--- src/rtl/swbm_pkg.sv ---
`default_nettype none

package swbm_pkg;

    localparam int unsigned WORDS      = 65536;
    localparam int unsigned ADDR_W     = $clog2(WORDS);
    localparam int unsigned DATA_W     = 32;
    localparam int unsigned SEG_W      = 16;
    localparam int unsigned CFG_IDX_W  = 4;
    localparam int unsigned CFG_DATA_W = 16;

    typedef enum logic [1:0] {
        OP_READ_WORD  = 2'd0,
        OP_WRITE_WORD = 2'd1,
        OP_READ_BYTE  = 2'd2,
        OP_WRITE_BYTE = 2'd3
    } op_t;

    typedef enum logic [1:0] {
        ST_OK            = 2'd0,
        ST_OUT_OF_BOUNDS = 2'd1,
        ST_PROTECTED     = 2'd2
    } status_t;

    typedef enum logic [CFG_IDX_W-1:0] {
        REG_CODE_START  = 4'd0,
        REG_CODE_END    = 4'd1,
        REG_DATA_START  = 4'd2,
        REG_DATA_END    = 4'd3,
        REG_STACK_START = 4'd4,
        REG_STACK_END   = 4'd5,
        REG_CODE_RO     = 4'd6,
        REG_STATS_EN    = 4'd7
    } cfg_index_t;

    typedef enum logic [2:0] {
        S_CLEAR,
        S_IDLE,
        S_ACCESS,
        S_RESULT,
        S_EMIT
    } state_t;

    typedef struct packed {
        logic clear;
        logic load_item;
        logic access;
        logic finish;
        logic emit;
    } ctrl_cmd_t;

    typedef struct packed {
        logic clear_last;
    } dp_status_t;

endpackage

`default_nettype wire

--- src/rtl/swbm_ctrl.sv ---
`default_nettype none

module swbm_ctrl (
    input  wire                    clk,
    input  wire                    rst_n,
    input  wire                    in_valid,
    output logic                   in_ready,
    output logic                   out_valid,
    input  wire                    out_ready,
    output swbm_pkg::ctrl_cmd_t    cmd,
    input  swbm_pkg::dp_status_t   stat
);
    import swbm_pkg::*;

    state_t state_reg;
    state_t state_next;
    logic   out_valid_reg;
    logic   out_valid_next;

    always_ff @(posedge clk or negedge rst_n)
    begin
        if (!rst_n)
        begin
            state_reg     <= S_CLEAR;
            out_valid_reg <= 1'b0;
        end
        else
        begin
            state_reg     <= state_next;
            out_valid_reg <= out_valid_next;
        end
    end

    always_comb
    begin
        state_next = state_reg;
        cmd        = '0;
        in_ready   = 1'b0;
        unique case (state_reg)
            S_CLEAR:
            begin
                cmd.clear = 1'b1;
                if (stat.clear_last)
                begin
                    state_next = S_IDLE;
                end
            end
            S_IDLE:
            begin
                in_ready = 1'b1;
                if (in_valid)
                begin
                    cmd.load_item = 1'b1;
                    state_next    = S_ACCESS;
                end
            end
            S_ACCESS:
            begin
                cmd.access = 1'b1;
                state_next = S_RESULT;
            end
            S_RESULT:
            begin
                cmd.finish = 1'b1;
                state_next = S_EMIT;
            end
            S_EMIT:
            begin
                if (!out_valid_reg || out_ready)
                begin
                    cmd.emit   = 1'b1;
                    state_next = S_IDLE;
                end
            end
            default:
            begin
                state_next = S_CLEAR;
            end
        endcase
        out_valid_next = cmd.emit | (out_valid_reg & ~out_ready);
    end

    assign out_valid = out_valid_reg;

endmodule

`default_nettype wire

--- config.mk ---
export PLATFORM = sky130hd
export DESIGN_NAME = swbm_ctrl
export DESIGN_NICKNAME = d
export VERILOG_FILES = /design/src/rtl/swbm_pkg.sv /design/src/rtl/swbm_ctrl.sv
export SDC_FILE = /design/constraint.sdc
export NUM_CORES = 1
export LEC_CHECK = 0
export ABC_CLOCK_PERIOD_IN_PS = 1400
export BUFFER_PORTS_ARGS = -buffer_cell sky130_fd_sc_hd__buf_2
export CAP_MARGIN = 20
export CORE_AREA = 3 3 40 42
export DETAILED_ROUTE_END_ITERATION = 12
export DIE_AREA = 0 0 43 45
export GPL_TIMING_DRIVEN = 0
export PLACE_DENSITY = 0.47
export REMOVE_ABC_BUFFERS = 1
export SLEW_MARGIN = 5
export SYNTH_ARGS = -nofsm -noshare
export SYNTH_HDL_FRONTEND = slang
export SYNTH_SLANG_ARGS = --single-unit
--- constraint.sdc ---
create_clock -name clk -period 1.4 [get_ports clk]
set_input_delay 0.21 -clock clk [delete_from_list [all_inputs] [get_ports clk]]
set_output_delay 0.21 -clock clk [all_outputs]
set_load 0.1 [all_outputs]
# ---- Yosys cells after proc, flatten, opt, wreduce, memory -nomap -nowiden
# Cells that the tools add are included.
dict set report word_totals {
  reg_bits 4
  in_bits 5
  output_inout_bits 7
  word_cells 28
}
dict set report classes {
  eq_ne 7
  mux 12
  bitwise_logic 3
  n_reduce_logical 4
}
# operator n
set op_table {}
lappend op_table {{$pmux 3 s5} 1}
lappend op_table {{$mux 3} 3}
lappend op_table {{$mux 1} 8}
lappend op_table {{$eq 3x2->1 const B} 2}
lappend op_table {{$ne 2x2->1 const B} 3}
lappend op_table {{$eq 3x1->1 const B} 1}
lappend op_table {{$eq 3x3->1 const B} 1}
lappend op_table {{$logic_not 3->1} 1}
lappend op_table {{$reduce_and 3->1} 1}
lappend op_table {{$and 1x1->1} 1}
lappend op_table {{$logic_not 1->1} 1}
lappend op_table {{$logic_or 1x1->1} 1}
lappend op_table {{$not 1->1} 1}
lappend op_table {{$or 1x1->1} 1}

# ---- Longest topological paths before layout
dict set report depth {
  depth_word 5
  ltp_mapped 3
  mapped_depth_nobuf 3
}

# ---- Least setup slack after synthesis
# OpenSTA, ideal clock, no wires.
dict set report synth_timing {
  path_kind {register to register}
  from {reg state_reg[1]}
  to {reg state_reg[1]}
  setup_time_ns 0.076
  arrival_time_ns 3.905
  required_ns 1.324
  slack_ns -2.581
  stages_incl_launch_ff 4
  path_buffers 0
  synth_period_minus_slack_ns 3.981
  path_cell_list {dfrtp_1 -> nor3b_1 -> and2_1 -> or2_2}
}
dict set report synth_via {
  elab_chain_len 3
  word_cells_on_any_way 10
  cone_classes {7 x eq/ne; 1 x mux; 2 x reduce/logical}
}
# item line_no
set synth_rtl {}
lappend synth_rtl {{from (decl)} swbm_ctrl.sv:15} ;# state_t state_reg;
lappend synth_rtl {{from (signal assigned)} swbm_ctrl.sv:29} ;# state_reg <= state_next;
lappend synth_rtl {{$eq 3x3->1 (tied with other cells)} swbm_ctrl.sv:39} ;# unique case (state_reg)
lappend synth_rtl {{$ne 2x2->1 (no line)} n/a}
lappend synth_rtl {{$reduce_and 3->1 (no line)} n/a}
# Several ways; a longest one is shown, not always the timed one.
# A chain may end at the register's enable or synchronous reset.

==> results by group <==
Yosys
  • Async set-or-reset flop fraction in the synthesized netlist: 100%
  • Most frequent cell after synthesis: dfrtp_1
  • Post-synthesis sequential area ratio: 45.5%
  • Most frequent cells after synthesis: 4 x dfrtp_1, 2 x nand2_1, 2 x nor3_1, 2 x nor3b_1
  • Number of synthesis warnings: 0
  • Number of flip-flops and latches in the synthesized netlist: 4
  • Most area-hungry cell type in the Yosys netlist: dfrtp_1
  • Ranking of synthesized cells by area: dfrtp_1 45%, nor3b_1 6.8%, nand2b_4 6.3%
  • Synthesized area per cell: 10.5 sq um
  • Synthesized instance count: 21
  • Most used DFF post-synth: dfrtp_1
  • Number of enable-type register cells in the synthesized netlist: 0
  • Count of unique library cells instantiated by Yosys: 15
  • Total standard cell area after synthesis: 220 sq um
  • Fraction of post-synthesis cell area in the top cell type by area: 45.5%

Floorplan
  • Core Box Area: 1280 sq um
  • Die H: 45 microns
  • Die Outline Area: 1940 sq um
  • Number of rows in the core area: 13
  • I/O pin total: 12
  • Die Width: 43 microns
  • Effective utilization at floorplan: 17.1%

Critical path
  • Required time at the endpoint of the critical path: 1190 ps
  • Endpoint class of the critical path: output port
  • Worst reg2reg startpoint: state_reg[2]
  • Ordered cell list for the critical path: nor3b_4, and2_4, buf_12
  • Worst endpoint data arrival time: 1270 ps
  • Worst Setup Path Type: reg2out
  • Worst Reg-to-Reg Cells: 3
  • Cell with the largest stage delay on the worst path: dfrtp_2
  • Largest stage delay on the critical path: 450 ps
  • Type of origin of the critical path: register
  • R2r setup slk: 130 ps
  • Destination of the worst register-to-register timing path: state_reg[0]
  • Family with the most delay on the worst path: flip-flops
  • Buffers and inverters on the worst path: 1
  • Maximum fanout encountered on the critical timing path: 7

Timing
  • Fin Hold WS: 254 ps
  • Worst rel slew slack: 67.9%
  • Final Hold Violating Endpoints: 0
  • Sum Neg Setup Slack: -144 ps
  • Unrepaired setup endpoints after global routing: yes
  • Period utilization: 106%
  • Final WS setup: -81.8 ps
  • Fmax: 675 MHz
  • Worst clock skew: 4.43 ps
  • Total count of max-transition violations in the final report: 0
  • Minimum period implied by the final worst setup slack: 1480 ps
  • Number of setup violations in the final report: 4
  • Least-Margin Pin Slew: 485 ps

Detailed routing
  • Drt total wl: 624 microns
  • First-pass iteration count of the detailed router: 2
  • DR vias/cell: 3.98
  • Via count: 223
  • Remaining antenna violation count: 0
  • Initial DRC count: 1
  • Average routed wire per standard cell: 11.1 microns
  • Number of remaining DRC errors: 0

Finish
  • Number of diodes added for antenna fixing: 0
  • Post-route standard cell area excluding fillers: 459 sq um
  • Share of cells above drive strength 1: 75.6%
  • Flip-flop count of the largest register after layout: 3
  • Net total in the final layout: 48
  • Area grow syn2layout: 109%
  • Fillcell total: 139

Min path
  • Worst hold path class: in2reg
  • Worst hold endpoint: out_valid
  • Start point of the worst hold path: out_ready
  • Number of cells on the worst hold path: 3

Placement
  • Standard cell area after detailed placement: 287 sq um
  • DP HPWL: 359 microns
  • Worst slack at placement: -69.6 ps
  • Placer Congestion: 0.617
  • Number of input and output port buffers inserted: 11

Clock tree
  • Clock slew at reported path FFs: 40 ps
  • TritonCTS clock tree: built
  • Number of buffers created by CTS: 3
  • Number of H-tree branching levels: 1
  • Clock insertion delay at the later pin of the skew report: 230 ps
  • Number of sinks handled by clock tree synthesis: 4
  • CTS Buffer Depth: 2
  • Cell chosen for the clock root: clkbuf_4

Status
  • Violations in the final reports: negative setup slack
  • Outcome: complete, but fails checks

GRT
  • Total global routing overflow: 0
  • Global-route wire length before repair: 1060 microns
  • Pin count of the biggest net entering global routing: 8
  • Global-route usage over all layers: 8.01%
  • Number of global-route vias before repair: 255
  • Number of antenna violations at the first check in global routing: 0

Job
  • Number of violations of the max-capacitance limit: 0
[worst min-delay path, delay by kind of cell]
| kind | cells | cell delay (ps) |
|---|---|---|
| buf+inv | 1 | 80 |
| simple gates | 2 | 160 |
[cell type report]
class,instances,area (sq um),area share [%]
well taps,15,18.8,4.09
clock buffers,3,22.5,4.90
multi-input cells,16,131,28.6
flip-flops and latches,4,104,22.6
repair buffers,18,183,39.8
[per-layer routing]
layer | vias up | share of wire (%) | track usage [%]
li1 | 115 | - | -
met1 | 96 | 47 | 9.22
met2 | 12 | 44 | 10.8
met3 | 0 | 9.0 | 3.98
met4 | 0 | 0 | 7.23
met5 | - | 0 | 0
[repair_timing]
action                     in CTS  in global routing
hold buffers                    1                  0
gates cloned                    0                  0
buffers inserted                5                  1
pin swaps                       4                  3
hold endpoints to repair        4                  0
resized for setup              21                  6
setup endpoints to repair       6                  6
[per-stage QoR]
stage	util, %	instances
2_1_floorplan	-	20
3_3_place_gp	22.3	46
3_5_place_dp	22.3	46
4_1_cts	33.0	55
5_1_grt	35.7	56
6_report	35.7	56
[cell usage in the layout (no fill, tap or decap), types with 2 or more instances in the layout]
cell type / netlist / routed
buf_4: 1 / 6
buf_2: 0 / 5
buf_12: 0 / 4
clkbuf_4: 0 / 3
dfrtp_2: 0 / 3
nor3_1: 2 / 2
nand2_1: 2 / 2
buf_6: 0 / 2
[worst max path at each step]
stage / cells past startpoint / slack [ps] / start / endpoint
4_1_cts: 3 / -50 / state_reg[2] / cmd[3]
3_5_place_dp: 3 / -70 / state_reg[1] / cmd[3]
2_1_floorplan: 3 / -2580 / state_reg[1] / state_reg[1]
5_1_grt: 3 / -140 / state_reg[1] / cmd[3]
3_3_place_gp: 3 / -70 / state_reg[2] / cmd[3]
6_report: 3 / -80 / state_reg[1] / cmd[3]
[cells by family after synthesis]
family / Yosys count / synth area share (%)
flops: 4 / 45.5
compound gates: 1 / 3.41
buf+inv: 1 / 3.41
simple gates: 15 / 47.7
Power is left out: the tool's default activity adds up to more than one toggle a clock period on the data nets, which glitch-free logic cannot reach.
